$ cat src/rtl/core/claq_pkg.sv
// ----------------------------------------------------------------------------
// claq_pkg: shared types and constants of the argument quoter
// Holds the byte codes, the command record that passes from the front end to
// the back end, the queue status record and the back end phase type.
// ----------------------------------------------------------------------------
`timescale 1ns / 1ps
`default_nettype none

package claq_pkg;

   localparam int unsigned BYTE_W     = 8;
   localparam int unsigned RUN_W      = 5;   // pending backslash run count
   localparam int unsigned SLASH_W    = 6;   // up to twice the run plus one
   localparam int unsigned RUN_CAP    = 30;  // hard cap on the run limit
   localparam int unsigned MAX_RUN_DEFAULT = 30;
   localparam int unsigned CMDQ_DEPTH = 2;

   localparam logic [BYTE_W-1:0] CH_QUOTE  = 8'h22;
   localparam logic [BYTE_W-1:0] CH_BSLASH = 8'h5C;
   localparam logic [BYTE_W-1:0] CH_NUL    = 8'h00;

   // One unit of output work: an optional opening quote, a number of
   // backslashes, then an optional final byte.
   typedef struct packed {
      logic               need_open;
      logic [SLASH_W-1:0] slashes;
      logic               has_char;
      logic [BYTE_W-1:0]  ch;
      logic               last;
      logic               ovf;
   } cmd_type;

   typedef struct packed {
      logic full;
      logic empty;
   } cmdq_status_type;

   typedef enum logic [1:0] {
      PH_IDLE,
      PH_OPEN,
      PH_SLASH,
      PH_CHAR
   } phase_type;

endpackage

`default_nettype wire

$ cat src/rtl/core/command_line_arg_quoter.sv
// Path: with the writer idle, a byte that produces output passes the queue, the writer phase
//   register and the output register before its first result byte shows.
// Throughput: one result byte per cycle from the byte writer while it has work and the result
//   channel is not stalled; input bytes are taken while the command queue is not full.
// Reset: synchronous, active high; clears the run count, flags, queue and output valid.
//   No clearing pass is needed, so the block is ready in the cycle after reset falls.
// ----------------------------------------------------------------------------
// command_line_arg_quoter: wraps an argument in double quotes
// Backslashes escape only before a quote: a run of backslashes is held as a
// count and written doubled before a quote or the closing quote, unchanged
// before any other byte. A quote inside the argument gets one extra
// backslash. A zero byte ends the argument and yields the closing quote.
// ----------------------------------------------------------------------------
`timescale 1ns / 1ps
`default_nettype none

module command_line_arg_quoter #(
   // Longest backslash run kept; longer runs drop the extra backslashes and
   // raise the sticky overflow flag. Values above thirty act as thirty.
   parameter int unsigned MAX_RUN = claq_pkg::MAX_RUN_DEFAULT
) (
   input  wire logic                          clock,
   input  wire logic                          reset,
   // Input channel: one argument byte per transaction.
   input  wire logic                          req_tvalid,
   output logic                               req_tready,
   input  wire logic [claq_pkg::BYTE_W-1:0]   req_tdata,   // [7:0] byte_in
   // Result channel: one byte of the quoted argument per transaction.
   output logic                               rsp_tvalid,
   input  wire logic                          rsp_tready,
   output logic [claq_pkg::BYTE_W-1:0]        rsp_tdata,   // [7:0] byte_out
   output logic                               rsp_tlast,   // end_of_arg
   output logic [0:0]                         rsp_tuser    // [0] run_overflow
);

   // The classifier turns every byte into at most one command; the queue
   // lets it keep taking bytes while the writer is busy with a long run.
   claq_pkg::cmd_type          push_cmd;
   claq_pkg::cmd_type          head_cmd;
   claq_pkg::cmdq_status_type  q_status;
   logic                       push;
   logic                       pop;

   claq_front #(
      .MAX_RUN (MAX_RUN)
   ) u_front (
      .clock      (clock),
      .reset      (reset),
      .req_tvalid (req_tvalid),
      .req_tready (req_tready),
      .req_tdata  (req_tdata),
      .q_status   (q_status),
      .push       (push),
      .push_cmd   (push_cmd)
   );

   claq_cmdq u_cmdq (
      .clock    (clock),
      .reset    (reset),
      .push     (push),
      .push_cmd (push_cmd),
      .pop      (pop),
      .head_cmd (head_cmd),
      .status   (q_status)
   );

   // The writer emits the opening quote, the backslashes and the final byte
   // of each command in turn, and moves straight on to the next command.
   claq_back u_back (
      .clock      (clock),
      .reset      (reset),
      .head_cmd   (head_cmd),
      .q_status   (q_status),
      .pop        (pop),
      .rsp_tvalid (rsp_tvalid),
      .rsp_tready (rsp_tready),
      .rsp_tdata  (rsp_tdata),
      .rsp_tlast  (rsp_tlast),
      .rsp_tuser  (rsp_tuser)
   );

endmodule

`default_nettype wire

$ cat src/rtl/core/claq_front.sv
// ----------------------------------------------------------------------------
// claq_front: input classifier
// Accepts argument bytes, tracks the pending backslash run and the sticky
// overflow flag, and turns each byte into a command for the back end.
// ----------------------------------------------------------------------------
`timescale 1ns / 1ps
`default_nettype none

module claq_front #(
   parameter int unsigned MAX_RUN = claq_pkg::MAX_RUN_DEFAULT
) (
   input  wire logic                          clock,
   input  wire logic                          reset,
   input  wire logic                          req_tvalid,
   output logic                               req_tready,
   input  wire logic [claq_pkg::BYTE_W-1:0]   req_tdata,
   input  wire claq_pkg::cmdq_status_type     q_status,
   output logic                               push,
   output claq_pkg::cmd_type                  push_cmd
);

   localparam int unsigned LIMIT_INT =
      (MAX_RUN > claq_pkg::RUN_CAP) ? claq_pkg::RUN_CAP : MAX_RUN;
   localparam logic [claq_pkg::RUN_W-1:0] RUN_LIMIT = claq_pkg::RUN_W'(LIMIT_INT);

   logic [claq_pkg::RUN_W-1:0] pending_ff, pending_in;
   logic                       opened_ff, opened_in;
   logic                       overflow_ff, overflow_in;

   logic                       accept;
   logic [claq_pkg::RUN_W-1:0] run;
   logic                       is_bslash, is_quote, is_nul;

   always_comb begin
      req_tready = !q_status.full;
      accept     = req_tvalid && req_tready;
      is_bslash  = (req_tdata == claq_pkg::CH_BSLASH);
      is_quote   = (req_tdata == claq_pkg::CH_QUOTE);
      is_nul     = (req_tdata == claq_pkg::CH_NUL);
      run        = (pending_ff > RUN_LIMIT) ? RUN_LIMIT : pending_ff;

      push_cmd.need_open = !opened_ff;
      push_cmd.has_char  = !is_bslash;
      push_cmd.ovf       = overflow_ff;
      push_cmd.last      = is_nul;
      if (is_quote) begin
         push_cmd.slashes = {run, 1'b1};
         push_cmd.ch      = claq_pkg::CH_QUOTE;
      end else if (is_nul) begin
         push_cmd.slashes = {run, 1'b0};
         push_cmd.ch      = claq_pkg::CH_QUOTE;
      end else if (is_bslash) begin
         push_cmd.slashes = '0;
         push_cmd.ch      = req_tdata;
      end else begin
         push_cmd.slashes = {1'b0, run};
         push_cmd.ch      = req_tdata;
      end
      push = accept && (!opened_ff || !is_bslash);

      pending_in  = pending_ff;
      opened_in   = opened_ff;
      overflow_in = overflow_ff;
      if (accept) begin
         opened_in = !is_nul;
         if (is_bslash) begin
            if (run < RUN_LIMIT) begin
               pending_in = run + claq_pkg::RUN_W'(1);
            end else begin
               pending_in  = run;
               overflow_in = 1'b1;
            end
         end else begin
            pending_in = '0;
            if (is_nul) begin
               overflow_in = 1'b0;
            end
         end
      end
   end

   always_ff @(posedge clock) begin
      if (reset) begin
         pending_ff  <= '0;
         opened_ff   <= 1'b0;
         overflow_ff <= 1'b0;
      end else begin
         pending_ff  <= pending_in;
         opened_ff   <= opened_in;
         overflow_ff <= overflow_in;
      end
   end

endmodule

`default_nettype wire

$ cat src/rtl/core/claq_cmdq.sv
// ----------------------------------------------------------------------------
// claq_cmdq: command queue
// A short register queue that decouples the classifier from the byte writer.
// ----------------------------------------------------------------------------
`timescale 1ns / 1ps
`default_nettype none

module claq_cmdq (
   input  wire logic                      clock,
   input  wire logic                      reset,
   input  wire logic                      push,
   input  wire claq_pkg::cmd_type         push_cmd,
   input  wire logic                      pop,
   output claq_pkg::cmd_type              head_cmd,
   output claq_pkg::cmdq_status_type      status
);

   localparam int unsigned DEPTH = claq_pkg::CMDQ_DEPTH;
   localparam int unsigned PTR_W = (DEPTH > 1) ? $clog2(DEPTH) : 1;
   localparam int unsigned CNT_W = $clog2(DEPTH + 1);
   localparam logic [PTR_W-1:0] PTR_LAST = PTR_W'(DEPTH - 1);
   localparam logic [CNT_W-1:0] CNT_FULL = CNT_W'(DEPTH);

   claq_pkg::cmd_type entries_ff [DEPTH];
   logic [PTR_W-1:0]  wr_ptr_ff, wr_ptr_in;
   logic [PTR_W-1:0]  rd_ptr_ff, rd_ptr_in;
   logic [CNT_W-1:0]  count_ff, count_in;
   logic              do_push, do_pop;

   always_comb begin
      status.full  = (count_ff == CNT_FULL);
      status.empty = (count_ff == '0);
      do_push      = push && !status.full;
      do_pop       = pop && !status.empty;
      head_cmd     = entries_ff[rd_ptr_ff];

      wr_ptr_in = wr_ptr_ff;
      rd_ptr_in = rd_ptr_ff;
      count_in  = count_ff;
      if (do_push) begin
         wr_ptr_in = (wr_ptr_ff == PTR_LAST) ? '0 : wr_ptr_ff + PTR_W'(1);
      end
      if (do_pop) begin
         rd_ptr_in = (rd_ptr_ff == PTR_LAST) ? '0 : rd_ptr_ff + PTR_W'(1);
      end
      if (do_push && !do_pop) begin
         count_in = count_ff + CNT_W'(1);
      end else if (do_pop && !do_push) begin
         count_in = count_ff - CNT_W'(1);
      end
   end

   always_ff @(posedge clock) begin
      if (reset) begin
         wr_ptr_ff <= '0;
         rd_ptr_ff <= '0;
         count_ff  <= '0;
      end else begin
         wr_ptr_ff <= wr_ptr_in;
         rd_ptr_ff <= rd_ptr_in;
         count_ff  <= count_in;
      end
   end

   always_ff @(posedge clock) begin
      if (do_push) begin
         entries_ff[wr_ptr_ff] <= push_cmd;
      end
   end

endmodule

`default_nettype wire

$ cat src/rtl/core/claq_back.sv
// ----------------------------------------------------------------------------
// claq_back: byte writer
// Expands each command into its output bytes, one per cycle while the result
// channel is not stalled, through a registered output stage.
// ----------------------------------------------------------------------------
`timescale 1ns / 1ps
`default_nettype none

module claq_back (
   input  wire logic                          clock,
   input  wire logic                          reset,
   input  wire claq_pkg::cmd_type             head_cmd,
   input  wire claq_pkg::cmdq_status_type     q_status,
   output logic                               pop,
   output logic                               rsp_tvalid,
   input  wire logic                          rsp_tready,
   output logic [claq_pkg::BYTE_W-1:0]        rsp_tdata,
   output logic                               rsp_tlast,
   output logic [0:0]                         rsp_tuser
);

   claq_pkg::phase_type          phase_ff, phase_in, phase_step;
   claq_pkg::cmd_type            cur_ff, cur_in;
   logic [claq_pkg::SLASH_W-1:0] left_ff, left_in;

   logic                         rsp_valid_ff, rsp_valid_in;
   logic [claq_pkg::BYTE_W-1:0]  rsp_byte_ff, rsp_byte_in;
   logic                         rsp_last_ff, rsp_last_in;
   logic                         rsp_ovf_ff, rsp_ovf_in;

   logic                         produce;
   logic                         finishing;
   logic [claq_pkg::BYTE_W-1:0]  emit_byte;
   logic                         emit_last;

   always_comb begin
      produce    = (phase_ff != claq_pkg::PH_IDLE) && (!rsp_valid_ff || rsp_tready);
      emit_byte  = claq_pkg::CH_QUOTE;
      emit_last  = 1'b0;
      phase_step = phase_ff;
      left_in    = left_ff;
      cur_in     = cur_ff;

      case (phase_ff)
         claq_pkg::PH_OPEN: begin
            if (cur_ff.slashes != '0) begin
               phase_step = claq_pkg::PH_SLASH;
            end else if (cur_ff.has_char) begin
               phase_step = claq_pkg::PH_CHAR;
            end else begin
               phase_step = claq_pkg::PH_IDLE;
            end
         end
         claq_pkg::PH_SLASH: begin
            emit_byte = claq_pkg::CH_BSLASH;
            if (left_ff == claq_pkg::SLASH_W'(1)) begin
               phase_step = cur_ff.has_char ? claq_pkg::PH_CHAR : claq_pkg::PH_IDLE;
            end
         end
         claq_pkg::PH_CHAR: begin
            emit_byte  = cur_ff.ch;
            emit_last  = cur_ff.last;
            phase_step = claq_pkg::PH_IDLE;
         end
         default: begin
            phase_step = claq_pkg::PH_IDLE;
         end
      endcase

      phase_in = phase_ff;
      if (produce) begin
         phase_in = phase_step;
         if (phase_ff == claq_pkg::PH_SLASH) begin
            left_in = left_ff - claq_pkg::SLASH_W'(1);
         end
      end

      finishing = (phase_ff == claq_pkg::PH_IDLE) ||
                  (produce && (phase_step == claq_pkg::PH_IDLE));
      pop = finishing && !q_status.empty;
      if (pop) begin
         cur_in  = head_cmd;
         left_in = head_cmd.slashes;
         if (head_cmd.need_open) begin
            phase_in = claq_pkg::PH_OPEN;
         end else if (head_cmd.slashes != '0) begin
            phase_in = claq_pkg::PH_SLASH;
         end else if (head_cmd.has_char) begin
            phase_in = claq_pkg::PH_CHAR;
         end else begin
            phase_in = claq_pkg::PH_IDLE;
         end
      end

      rsp_valid_in = rsp_valid_ff;
      rsp_byte_in  = rsp_byte_ff;
      rsp_last_in  = rsp_last_ff;
      rsp_ovf_in   = rsp_ovf_ff;
      if (produce) begin
         rsp_valid_in = 1'b1;
         rsp_byte_in  = emit_byte;
         rsp_last_in  = emit_last;
         rsp_ovf_in   = cur_ff.ovf;
      end else if (rsp_tready) begin
         rsp_valid_in = 1'b0;
      end

      rsp_tvalid = rsp_valid_ff;
      rsp_tdata  = rsp_byte_ff;
      rsp_tlast  = rsp_last_ff;
      rsp_tuser  = rsp_ovf_ff;
   end

   always_ff @(posedge clock) begin
      if (reset) begin
         phase_ff     <= claq_pkg::PH_IDLE;
         rsp_valid_ff <= 1'b0;
      end else begin
         phase_ff     <= phase_in;
         rsp_valid_ff <= rsp_valid_in;
      end
   end

   always_ff @(posedge clock) begin
      cur_ff      <= cur_in;
      left_ff     <= left_in;
      rsp_byte_ff <= rsp_byte_in;
      rsp_last_ff <= rsp_last_in;
      rsp_ovf_ff  <= rsp_ovf_in;
   end

   // A backslash phase always has at least one backslash left to write.
   assert property (@(posedge clock) disable iff (reset)
      phase_ff == claq_pkg::PH_SLASH |-> left_ff != '0)
      else $error("backslash phase entered with no backslashes left");

   // The end-of-argument mark only ever sits on a closing quote.
   assert property (@(posedge clock) disable iff (reset)
      rsp_valid_ff && rsp_last_ff |-> rsp_byte_ff == claq_pkg::CH_QUOTE)
      else $error("end of argument flagged on a byte other than a quote");

   // Commands are only taken from the queue when it holds one.
   assert property (@(posedge clock) disable iff (reset)
      pop |-> !q_status.empty)
      else $error("command popped from an empty queue");

   // A stalled result is never overwritten by a new byte.
   assert property (@(posedge clock) disable iff (reset)
      rsp_valid_ff && !rsp_tready |-> !produce)
      else $error("output byte produced while the held result is stalled");

endmodule

`default_nettype wire
$ cat config.mk
export PLATFORM = sky130hd
export DESIGN_NAME = command_line_arg_quoter
export DESIGN_NICKNAME = d
export VERILOG_FILES = /design/src/rtl/core/claq_pkg.sv /design/src/rtl/core/command_line_arg_quoter.sv /design/src/rtl/core/claq_front.sv /design/src/rtl/core/claq_cmdq.sv /design/src/rtl/core/claq_back.sv
export SDC_FILE = /design/constraint.sdc
export NUM_CORES = 1
export LEC_CHECK = 0
export BUFFER_PORTS_ARGS = -buffer_cell sky130_fd_sc_hd__buf_2
export CAP_MARGIN = 20
export CORE_ASPECT_RATIO = 0.9
export CORE_MARGIN = 3
export CORE_UTILIZATION = 54
export DETAILED_ROUTE_END_ITERATION = 7
export PLACE_DENSITY = 0.75
export SETUP_SLACK_MARGIN = 0.4
export SLEW_MARGIN = 20
export SYNTH_ARGS = -nofsm -noshare
export SYNTH_HDL_FRONTEND = slang
export SYNTH_HIERARCHICAL = 1
export SYNTH_SLANG_ARGS = --single-unit
$ cat constraint.sdc
create_clock -name clock -period 2.92 [get_ports clock]
set_input_delay 0 -clock clock [delete_from_list [all_inputs] [get_ports clock]]
set_output_delay 0 -clock clock [all_outputs]
set_load 0.02 [all_outputs]
Word level (Yosys, flattened, before mapping)
Memories as Yosys holds them, arrays and structs flattened. A register that Yosys moved wholly into a read port is not among the register bits.
Cells that the tools add are included.
W data, S select, Z words.
- memories kept: 1
- RAM bits: 36
- word-level logic and storage cells: 102
- register bits after elaboration: 47
- output and inout bits: 12
- magnitude comparators: 2
- reductions and logical operators: 34
- mux-type cells: 34
- equality and inequality tests: 8
- $add $sub $neg: 6
- memories (name ; depth ; bits a word ; read ports ; clocked after Yosys merged registers in ; wr ports ; RTL line ; source):
    u_cmdq.entries_ff ; 2 ; 18 ; 1 ; 1 ; 1 ; claq_cmdq.sv:24 ; claq_pkg::cmd_type entries_ff [DEPTH];
- operators with widths (kind ; number):
    $mux W6 ; 5
    $mux W2 ; 10
    $mux W5 ; 4
    $mux W8 ; 2
    $pmux W8 S2 ; 1
    $reduce_bool A2 Y1 ; 6
    $reduce_bool A6 Y1 ; 2
    $mux W1 ; 11
    $logic_and A1 B1 Y1 ; 9
    $eq A8 B6 Y1 const B ; 1
    $eq A8 B7 Y1 const B ; 1
    $logic_not A1 Y1 ; 8
    $logic_not A8 Y1 ; 1
    $eq A2 B2 Y1 const B ; 3
    $eq A6 B1 Y1 const B ; 1
    $logic_not A2 Y1 ; 3
    $sub A6 B1 Y6 const B ; 1
    $add A5 B1 Y5 const B ; 1
    $gt A5 B5 Y1 const B ; 1
    $lt A5 B5 Y1 const B ; 1
    $pmux W2 S2 ; 1
    $logic_or A1 B1 Y1 ; 3
    $reduce_and A3 Y1 ; 1
    $add A1 B1 Y1 const B ; 2
    other kinds (5) ; 5

Depth between registers and ports, before layout
Gate-level depths: netlist of the first run.
- word-level depth: 11
- mapped depth: 12

By module
The synthesis of the first run kept the hierarchy.
- by module, submodules not included (module ; times used ; sequential area each (um^2) ; area an instance (um^2) ; cells an instance):
    claq_back ; 1 ; 1051.0 ; 1656.6 ; 113
    claq_cmdq ; 1 ; 1181.1 ; 1514.0 ; 81
    claq_front ; 1 ; 140.1 ; 588.1 ; 78

Worst setup path before layout of the first run
No wires, ideal clock.
- path kind: reg2reg
- from: reg u_back/left_ff[1] (netlist bit)
- to: reg u_cmdq.count_ff[1]
- required time: 2.850 ns
- library setup time: 0.070 ns
- path buffers: 0
- setup slack: -0.311 ns
- stages on the path, launching flop included: 11
- data arrival time: 3.161 ns
- period minus slack after synthesis: 3.231 ns
- cell sequence: edfxtp_1 inv_1 ha_1 or3b_4 o311ai_1 nand4_2 o21ai_4 o21ai_0 ha_1 or3_1 a21oi_1
- word-level cells in the longest chain between the ends: 11
- elaborated cells on any way between the ends: 13
- those cells by class: 1 x eq/ne; 3 x mux; 9 x reduce/logical
- RTL lines (item ; RTL line ; source):
    from (decl) ; claq_back.sv:24 ; logic [claq_pkg::SLASH_W-1:0] left_ff, left_in;
    from (signal assigned) ; claq_back.sv:126 ; left_ff <= left_in;
    $eq A6 B1 Y1 (*) ; claq_back.sv:56 ; if (left_ff == claq_pkg::SLASH_W'(1)) begin
    $mux W2 (*) ; claq_back.sv:56 ;
    $pmux W2 S2 (*) ; claq_back.sv:44 ; case (phase_ff)
    $logic_not A2 Y1 (*) ; claq_back.sv:79 ; (produce && (phase_step == claq_pkg::PH_IDLE));
    $logic_and A1 B1 Y1 (*) ; claq_back.sv:79 ;
    $logic_or A1 B1 Y1 (*) ; claq_back.sv:78 ; finishing = (phase_ff == claq_pkg::PH_IDLE) ||
    $logic_and A1 B1 Y1 (*) ; claq_back.sv:80 ; pop = finishing && !q_status.empty;
    net pop ; command_line_arg_quoter.sv:42 ; logic pop;
    $logic_and A1 B1 Y1 (*) ; claq_cmdq.sv:34 ; do_pop = pop && !status.empty;
    $logic_not A1 Y1 ; claq_cmdq.sv:46 ; if (do_push && !do_pop) begin
    $logic_and A1 B1 Y1 ; claq_cmdq.sv:46 ;
    $mux W2 / $reduce_bool A2 Y1 (equally long branches) ; n/a ;
    to (signal assigned) ; claq_cmdq.sv:61 ; count_ff <= count_in;
    to (decl) ; claq_cmdq.sv:27 ; logic [CNT_W-1:0] count_ff, count_in;
Mark *: on every way through the listed nets, which the timed path passes. The rest lies on a longest branch.
A chain may end at the register's enable or synchronous reset.

Worst setup path after layout of the first run
- from: reg u_back/left_ff[1] (netlist bit)
- to: reg u_back/left_ff[3] (netlist bit) (data pin)
- word-level cells in the longest chain between the ends: 8
- elaborated cells on any way between the ends: 11
- those cells by class: 1 x add/sub; 1 x eq/ne; 5 x mux; 4 x reduce/logical
- RTL lines (item ; RTL line ; source):
    $eq A6 B1 Y1 ; claq_back.sv:56 ;
    $mux W2 ; claq_back.sv:56 ;
    $pmux W2 S2 ; claq_back.sv:44 ;
    $logic_not A2 Y1 ; claq_back.sv:79 ;
    $logic_and A1 B1 Y1 ; claq_back.sv:79 ;
    $logic_or A1 B1 Y1 ; claq_back.sv:78 ;
    $logic_and A1 B1 Y1 ; claq_back.sv:80 ;
    net pop ; command_line_arg_quoter.sv:42 ;
    $mux W6 ; claq_back.sv:81 ; if (pop) begin
    net u_back.left_in (one bit) ; claq_back.sv:24 ;
The timed path passes the listed nets, and every way through them passes these cells. The select of a mux whose other input is x is not followed.

==> impl_metrics.toml, run 1 <==
[clocking]
cts_tree = "built"
clock-root-buffer = "clkbuf_8"
h-tree-depth = 3
cts.sinks = 84
clk_latency_ns = 0.34
numCtsBuffers = 9
cts_max_path_buffers = 2
cts.clk_slew.worst_paths_ns = 0.08

[die]
die_h_um = 85.15
die_x_um = 93.94
dieArea_mm2 = 0.007999
initial_core_util_pct = 56.47
num_rows = 28
core_mm2 = 0.006656
pin_count = 24

[outcome]
status = "completed"

[final_layout]
final_layout_size_suffix_gt1_share_pct = 30.70
most-common-layout-cells = "edfxtp_1, buf_2, mux2_2, nor2_1"
seq_area_mm2 = 0.002372
antenna_cells = 0
final_cell_count_no_fill = 406
area_growth_pct = 16.48
layout.nets = 331
fillers = 496
layout_commonest_cell = "edfxtp_1"
multi_input_area_mm2 = 0.001316
utilization_pct = 65.77

[yosys]
synthesis.nets = 292
synth_edf_count = 69
ys_types = 52
async_reset_ff_share_pct = 0
synth_cells = 272
ys_ff_latch = 84
yosysWarnings = 6
synth_area_per_cell_um2 = 13.82
synth_ff_type = "edfxtp_1"
seq_area_frac_synth_pct = 63.12
syn-cell-area_mm2 = 0.003759

[sta]
fin_ws_ns = 0.2671
hold_ws_ns = 0.04097
min_period_ns = 2.653
worstMarginPinSlew_ns = 0.8629
final_hold_viol_count = 0
setup-violations-final = 0
fin_worst_skew_ns = 0.007217
period_share_pct = 90.85
relSlewSlack_pct = 41.94
drv_slew = 0
clock.fmax_mhz = 377.0
rsz0062_at_grt = "yes"

[global_routing]
grt_first_pass_wirelength_um = 11050
overflow = 0
grt_util_met2_pct = 30.43
grt_max_degree = 27
grt.busiest_layer = "met2"
track_usage_pct = 18.23
grt_use_met1_pct = 23.03
use_met3_pct = 5.585
antenna_found_initial = 0
grt_pass1_vias = 2240

[placed_design]
gp_congestion = 0.7949
portBuffers = 23
dp.cells = 376
dpl.hpwl_um = 4570
preCtsSetupSlack_ns = 0.2589

[setup_path]
cp_max_fo = 12
cp_data_arrival_time_ns = 2.75
required_ns = 3.02
cp-start-kind = "flop"
crit_type = "reg -> reg"
cp_top_family = "simple AND/OR/NAND/NOR gates"
crit_path_cell_trace = "inv_2 -> ha_1 -> or3b_4 -> or4_4 -> nand4_4 -> o21ai_4 -> buf_4 -> buf_6 -> buf_12 -> mux2_4"
slowest_delay_ns = 0.47
end_kind = "flop"
crit_buf_inv = 4
r2r_slack_ns = 0.27
critPathSlowestCell = "or4_4"

[hold_path]
hold_path_class = "in -> reg"

[flow_run]
drv_cap = 0

[routing]
drt_iter0_markers = 124
wl_per_cell_um = 16.67
vias = 2259
firstDrtPassIters = 4
totalWireLength_um = 6770
vias_per_cell = 5.564
drc = 0
ant_nets = 0

[power]
peakVddDrop_mv = 0.5391
p_leak_nw = 1.595
power_density_mw_per_mm2 = 1006
finalPower_mw = 4.406
[cell type report]
cell class	instances	area share, %
Sequential cell	84	54.19
Timing Repair Buffer	43	7.231
Inverter	16	1.372
Multi-Input combinational cell	157	30.07
Clock buffer	9	2.829
Clock inverter	7	1.743
Tap cell	90	2.572
[metal layers]
layer	vias up	part of all wire [%]
met3	4	4.8
met4	0	0.64
li1	1096	-
met2	49	51
met1	1110	43
met5	-	0
[synthesized netlist by cell type, drive strengths merged, types with 6 or more instances]
cell type | number | area share, %
inv | 16 | 1.6
nor2 | 17 | 1.9
nand2 | 9 | 0.90
clkbuf | 11 | 1.1
o21ai | 10 | 1.6
a21oi | 8 | 1.1
ha | 8 | 2.7
edfxtp | 69 | 55
mux2 | 25 | 8.1
nand4 | 8 | 1.5
dfxtp | 15 | 8.0
nand3 | 6 | 0.93
[sequential cells by signal, summed over array words and instances (netlist names), 2 cells and up, named ones only]
signal	count
u_back/phase_ff	2
u_front/pending_ff	5
u_cmdq/count_ff	2
u_back/cur_ff	17
u_cmdq/entries_ff	36
u_back/rsp_tdata	8
u_back/left_ff	6
[through the flow]
stage	TNS [ns]	area [um2]
2_1_floorplan	-0.05856	3780
3_3_place_gp	0	3984
3_5_place_dp	0	3984
4_1_cts	0	4289
5_1_grt	0	4378
6_report	0	4378
[timing repair]
action | CTS | global route
hold buffers | 7 | 0
setup endpoints to repair | 12 | 12
gates resized for setup | 4 | 5
endpoints found under the hold margin | 13 | 0
setup buffers | 0 | 6
gates cloned | 0 | 1
pin swaps | 1 | 0
[power breakdown]
part	switching (mW)	internal (mW)	total, mW
Clock	0.410	0.399	0.809
Combinational	0.831	0.756	1.59
Sequential	0.191	1.82	2.01
[cells by family (layout without fill, tap and decap cells)]
kind of cell / Yosys count / count (layout) / synth area share, %
fa+ha+maj: 8 / 8 / 2.663
flops: 84 / 84 / 63.12
buf+inv: 31 / 75 / 3.429
xor+xnor: 8 / 8 / 1.864
mux: 30 / 30 / 9.421
simple gates: 70 / 70 / 10.99
compound gates: 41 / 41 / 8.523
[worst paths after layout]
path                                          start                 endpoint  cells after the start
worst min-delay path                   req_tdata[1]  u_cmdq/entries_ff[1][3]                      2
worst min register to register  u_front/overflow_ff  u_cmdq/entries_ff[1][0]                      0
worst max-delay path              u_back/left_ff[1]        u_back/left_ff[3]                     10
worst max register to register    u_back/left_ff[1]        u_back/left_ff[3]                     10
No activity file was read; power rests on OpenSTA's default activity.
==> inputs of run 2 (changes only) <==
--- a/config.mk
+++ b/config.mk
@@ -5,6 +5,7 @@
 export SDC_FILE = /design/constraint.sdc
 export NUM_CORES = 1
 export LEC_CHECK = 0
+export ABC_AREA = 1
 export BUFFER_PORTS_ARGS = -buffer_cell sky130_fd_sc_hd__buf_2
 export CAP_MARGIN = 20
 export CORE_ASPECT_RATIO = 0.9
==> run 2 against run 1 <==
Die area rose by 3.5%. Core utilization fell by 1.7 points. Synthesized area rose by 3.8%. Cell area fell by 0.60%. Global-route usage fell by 1.5 points. Flip-flop and latch count did not move. Clock power fell by 5.1%. Combinational power fell by 4%. Worst hold slack got worse by 0.022 ns. Via count rose by 6.5%.
==> impl_metrics.toml, run 2 <==
[setup_path]
endpoint = "u_cmdq/count_ff[1]"
required_ns = 3.21
crit_type = "reg -> reg"
r2r_slack_ns = 0.61
cp_data_arrival_time_ns = 2.59
crit_path_start = "u_back/phase_ff[0]"
worstReg2RegEnd = "u_cmdq/count_ff[1]"
reg2regPathDepth = 17
end_kind = "flop"
cp_max_fo = 12
cp-start-kind = "flop"
r2r-start = "u_back/phase_ff[0]"

[clocking]
post-cts-setup-buffers = 0
cts.clk_slew.worst_paths_ns = 0.09
h-tree-depth = 3
clock-root-buffer = "clkbuf_8"
cts_tree = "built"
clk_latency_ns = 0.35
numCtsBuffers = 9
cts.sinks = 84
cts_max_path_buffers = 2

[die]
die_h_um = 86.62
initial_core_util_pct = 57.38
die_x_um = 95.58
core_mm2 = 0.006797
dieArea_mm2 = 0.008279
pin_count = 24
num_rows = 28

[sta]
period_share_pct = 78.99
clock.fmax_mhz = 433.6
min_period_ns = 2.306
rsz0062_at_grt = "no"
worstMarginPinSlew_ns = 0.7085
setup-violations-final = 0
relSlewSlack_pct = 52.70
tns_ns = 0
drv_slew = 0
final_hold_viol_count = 0
fin_worst_skew_ns = 0.01110

[final_layout]
utilization_pct = 64.03
fin_area_mm2 = 0.004352
final_layout_size_suffix_gt1_share_pct = 26.10
top_register = "u_cmdq/entries_ff"
layout_commonest_cell = "edfxtp_1"
largest_register_ffs = 36
fillers = 493
antenna_cells = 0
layout.nets = 402
most-common-layout-cells = "edfxtp_1, nand2_1, inv_1, nor2_1, buf_2"
area_growth_pct = 11.58

[yosys]
synth_common_cells = "edfxtp_1, nand2_1, inv_1"
synth_area_per_cell_um2 = 11.24
synthesis.nets = 367
synth_area_leader_cell = "edfxtp_1"
synth_most_common_cell = "edfxtp_1"
ys_types = 33
synth_cells = 347
syn-cell-area_mm2 = 0.003900
seq_area_frac_synth_pct = 60.83
synth_top_area_share_pct = 53.13
synth_area_leaders = "edfxtp_1, dfxtp_1, nand2_1"
ys_ff_latch = 84
synth_ff_type = "edfxtp_1"
async_reset_ff_share_pct = 0
synth_edf_count = 69
yosysWarnings = 6

[routing]
wl_per_cell_um = 13.13
drc = 0
vias = 2406
vias_per_cell = 5.044
ant_nets = 0
drt_iter0_markers = 94
totalWireLength_um = 6261
firstDrtPassIters = 4

[power]
power_density_mw_per_mm2 = 998.7
peakVddDrop_mv = 0.5389
p_leak_nw = 1.740

[placed_design]
placed_area_mm2 = 0.004058
portBuffers = 23
gp_congestion = 0.8571
dpl.hpwl_um = 4541

[global_routing]
track_usage_pct = 16.78
antenna_found_initial = 0
grt_first_pass_wirelength_um = 10510
grt_pass1_vias = 2344
grt_max_degree = 28
overflow = 0

[hold_path]
hold_path_class = "in -> reg"

[flow_run]
drv_cap = 0

[outcome]
status = "completed"
-- run 2: cell count changes after synthesis, sizes merged, moves of 7 or more --
cell | previous run | this run
o21ai | 10 | 20
mux2 | 25 | 18
inv | 16 | 47
nand3 | 6 | 14
nand2 | 9 | 78
nor2 | 17 | 31
-- run 2: kinds of logic (layout without fill, tap and decap cells) --
| logic type | Yosys count | count (layout) | synth area share, % |
|---|---|---|---|
| simple gates | 137 | 137 | 16.84 |
| xor+xnor | 4 | 4 | 0.8985 |
| buf+inv | 61 | 101 | 7.347 |
| mux | 18 | 18 | 6.160 |
| compound gates | 35 | 35 | 5.358 |
| flops | 84 | 84 | 60.83 |
| fa+ha+maj | 8 | 8 | 2.567 |
-- run 2: layer usage --
layer  GRT usage (%)  vias up  wire [um]
met1           20.91     1109       2845
met5               0        -          0
met4           5.814        0        110
li1                -     1226          -
met2           27.40       61       3033
met3           5.642       10        271
-- run 2: repair_timing --
action                                  CTS  global route
endpoints found under the hold margin    21             0
hold buffers                             10             0
gates resized for setup                   0             3
endpoints found under the setup margin    0             2
-- run 2: worst min-delay path by stage --
stage,endpoint,cells after the start,startpoint
floorplan,u_back/phase_ff[0],1,reset
global placement,u_cmdq/entries_ff[0][5],1,req_tdata[3]
detailed placement,u_cmdq/entries_ff[1][5],1,req_tdata[3]
CTS,u_cmdq/entries_ff[0][3],3,req_tdata[1]
global route,u_cmdq/entries_ff[0][3],3,req_tdata[1]
finish,u_cmdq/entries_ff[0][3],3,req_tdata[1]
-- run 2: metrics by stage --
| step | std cells | hold slack, ns | setup WS [ns] | power (mW) |
|---|---|---|---|---|
| 2_1_floorplan | 347 | 0.06907 | 0.5572 | 3.269 |
| 3_3_place_gp | 451 | 0.2214 | 0.7462 | 3.514 |
| 3_5_place_dp | 451 | 0.2291 | 0.5965 | 3.575 |
| 4_1_cts | 477 | 0.001448 | 0.5525 | 4.359 |
| 5_1_grt | 477 | 0.02959 | 0.4053 | 4.624 |
| 6_report | 477 | 0.01883 | 0.6136 | 4.346 |
-- run 2: critical path, cell delays in order, from the launching register on --
cell,delay (ns)
dfxtp_2,0.39
inv_1,0.07
ha_1,0.23
inv_2,0.11
nand2_1,0.14
inv_1,0.11
buf_6,0.16
nand3_2,0.10
nand2_4,0.09
nand2_4,0.07
inv_4,0.06
o21ai_2,0.06
ha_1,0.33
inv_1,0.08
nand3_1,0.07
nand2_1,0.06
inv_1,0.04
nor2_1,0.08
-- run 2: final cells by class --
cell class / instances / area [um2] / area share (%)
clock inverter: 7 / 63.81 / 1.466
tap: 90 / 112.6 / 2.588
multi-input combinational: 202 / 1241 / 28.52
sequential: 84 / 2375 / 54.57
inverter: 47 / 178.9 / 4.112
clock buffer: 9 / 123.9 / 2.846
timing repair buffer: 38 / 256.5 / 5.894
-- run 2: power by group --
group,total [mW],switching [mW],internal (mW)
sequential,2.05,0.195,1.85
combinational,1.53,0.947,0.583
clock,0.768,0.439,0.329
==> inputs of run 3 (changes only) <==
==> constraint.sdc (replaced) <==
create_clock -name clock -period 2 [get_ports clock]
set_input_delay 0 -clock clock [delete_from_list [all_inputs] [get_ports clock]]
set_output_delay 0 -clock clock [all_outputs]
set_load 0.02 [all_outputs]
==> run 3 against run 2 <==
Register-to-register slack lost 0.58 ns. Core utilization grew 6.1 points. Fmax grew 17%. Count of clock-buffer cells in the layout is the same. Die area is the same. Routed wire length grew 9.1%. Non-clock buffer count grew 27.
==> impl_metrics.toml, run 3 (same netlist as run 2, synthesis figures left out) <==
[global_routing]
track_usage_pct = 17.51
grt_first_pass_wirelength_um = 11080
grt_pass1_vias = 2344
overflow = 0
antenna_found_initial = 0
grt_max_degree = 28

[outcome]
status = "completed"

[hold_path]
hold_path_class = "in -> reg"

[sta]
drv_slew = 0
setup-violations-final = 0
tns_ns = 0
period_share_pct = 98.44
final_hold_viol_count = 0
clock.fmax_mhz = 507.9
worstMarginPinSlew_ns = 0.3321
fin_worst_skew_ns = 0.009821
min_period_ns = 1.969
hold_ws_ns = 0.01664
relSlewSlack_pct = 77.78
rsz0062_at_grt = "yes"

[setup_path]
cpMostUsedCell = "nand2_1"
end_kind = "flop"
critPathSlowestCell = "edfxtp_1"
required_ns = 2.29
crit_path_cell_trace = "inv_2 -> ha_4 -> nand3_4 -> nand2_1 -> nand2_1 -> nand2_1 -> nand2_1 -> nand2_1 -> nand3_2 -> nand2_4 -> nand2_4 -> inv_4 -> o21ai_4 -> ha_4 -> inv_2 -> nand4_1 -> nand2_1 -> nor2_1"
cp_top_family = "simple AND/OR/NAND/NOR gates"
r2r_slack_ns = 0.03
crit_buf_inv = 3
slowest_delay_ns = 0.41
cp_data_arrival_time_ns = 2.26
cp-start-kind = "flop"
cp_max_fo = 3
crit_type = "reg -> reg"

[die]
initial_core_util_pct = 57.38
die_x_um = 95.58
die_h_um = 86.62
num_rows = 28
pin_count = 24
core_mm2 = 0.006797
dieArea_mm2 = 0.008279

[routing]
totalWireLength_um = 6832
firstDrtPassIters = 4
drt_iter0_markers = 126
vias_per_cell = 4.970
ant_nets = 0
wl_per_cell_um = 13.56
vias = 2505
drc = 0

[final_layout]
most-common-layout-cells = "edfxtp_1, nand2_1, inv_1, buf_4, buf_2"
layout.nets = 429
final_layout_size_suffix_gt1_share_pct = 36.47
utilization_pct = 70.12
fin_area_mm2 = 0.004766
top_register = "u_cmdq/entries_ff"
antenna_cells = 0
fillers = 481
layout_commonest_cell = "edfxtp_1"
largest_register_ffs = 36
area_growth_pct = 22.20

[placed_design]
dpl.hpwl_um = 4505
placed_area_mm2 = 0.004185
gp_congestion = 0.8638
portBuffers = 23

[power]
p_leak_nw = 1.918
power_density_mw_per_mm2 = 1499
peakVddDrop_mv = 0.7261
finalPower_mw = 7.145

[flow_run]
drv_cap = 0

[clocking]
cts_tree = "built"
clk_latency_ns = 0.35
cts.sinks = 84
h-tree-depth = 3
numCtsBuffers = 9
cts_max_path_buffers = 2
cts.clk_slew.worst_paths_ns = 0.09
clock-root-buffer = "clkbuf_8"
## run 3: cell count changes in the layout (fill, tap and decap cells not counted), sizes merged
cell	delta
clkinvlp	-2
dlygate4sd3	-1
clkinv	+2
buf	+26
clkbuf	+2
## run 3: layout make-up
type                            count  area (um2)  share of cell area (%)
Multi-Input combinational cell    202        1353                   28.38
Clock inverter                      7       73.82                   1.549
Tap cell                           90       112.6                   2.363
Inverter                           47       183.9                   3.859
Timing Repair Buffer               65       520.5                   10.92
Clock buffer                        9       123.9                   2.599
Sequential cell                    84        2399                   50.33
## run 3: worst reg2reg max path, delay by kind of cell (launching register included)
kind            cells  cell delay (ns)
simple gates       12             0.81
fa+ha+maj           2             0.42
flops               1             0.41
buf+inv             3             0.21
compound gates      1             0.06
## run 3: path summary, 6_finish.rpt
| path | end | cells after the start | from |
|---|---|---|---|
| hold / removal | u_front/pending_ff[3] | 4 | reset |
| setup / recovery | u_cmdq/count_ff[1] | 18 | u_back/left_ff[1] |
| hold reg to reg | u_back/rsp_tuser | 0 | u_back/cur_ff[0] |
| setup reg to reg | u_cmdq/count_ff[1] | 18 | u_back/left_ff[1] |
## run 3: what timing repair did
item                                    in CTS  in global routing
cloned                                       0                  2
resized for setup                           11                 15
hold buffers                                 9                  0
hold endpoints to repair                    19                  0
endpoints found under the setup margin      72                 50
setup buffers                                8                 12
pin swaps                                    8                 11
## run 3: per-stage QoR
step	worst slack (ns)	instances
floorplan	-0.1082	347
global placement	0.02674	457
detailed placement	-0.06366	457
CTS	0.09045	490
global route	-0.1424	504
finish	0.03123	504
## run 3: power by group
group	switching [mW]	leakage, nW	internal, mW
logic	1.69	1.05	1.32
clock network	0.662	0.101	0.494
registers	0.256	0.770	2.72
## run 3: layer usage
metal	vias to the layer above	share of wire, %	track usage, %
met5	-	0	0
met4	0	1.5	4.393
met3	10	3.6	4.948
met2	51	49	29.04
met1	1159	46	22.79
li1	1285	-	-
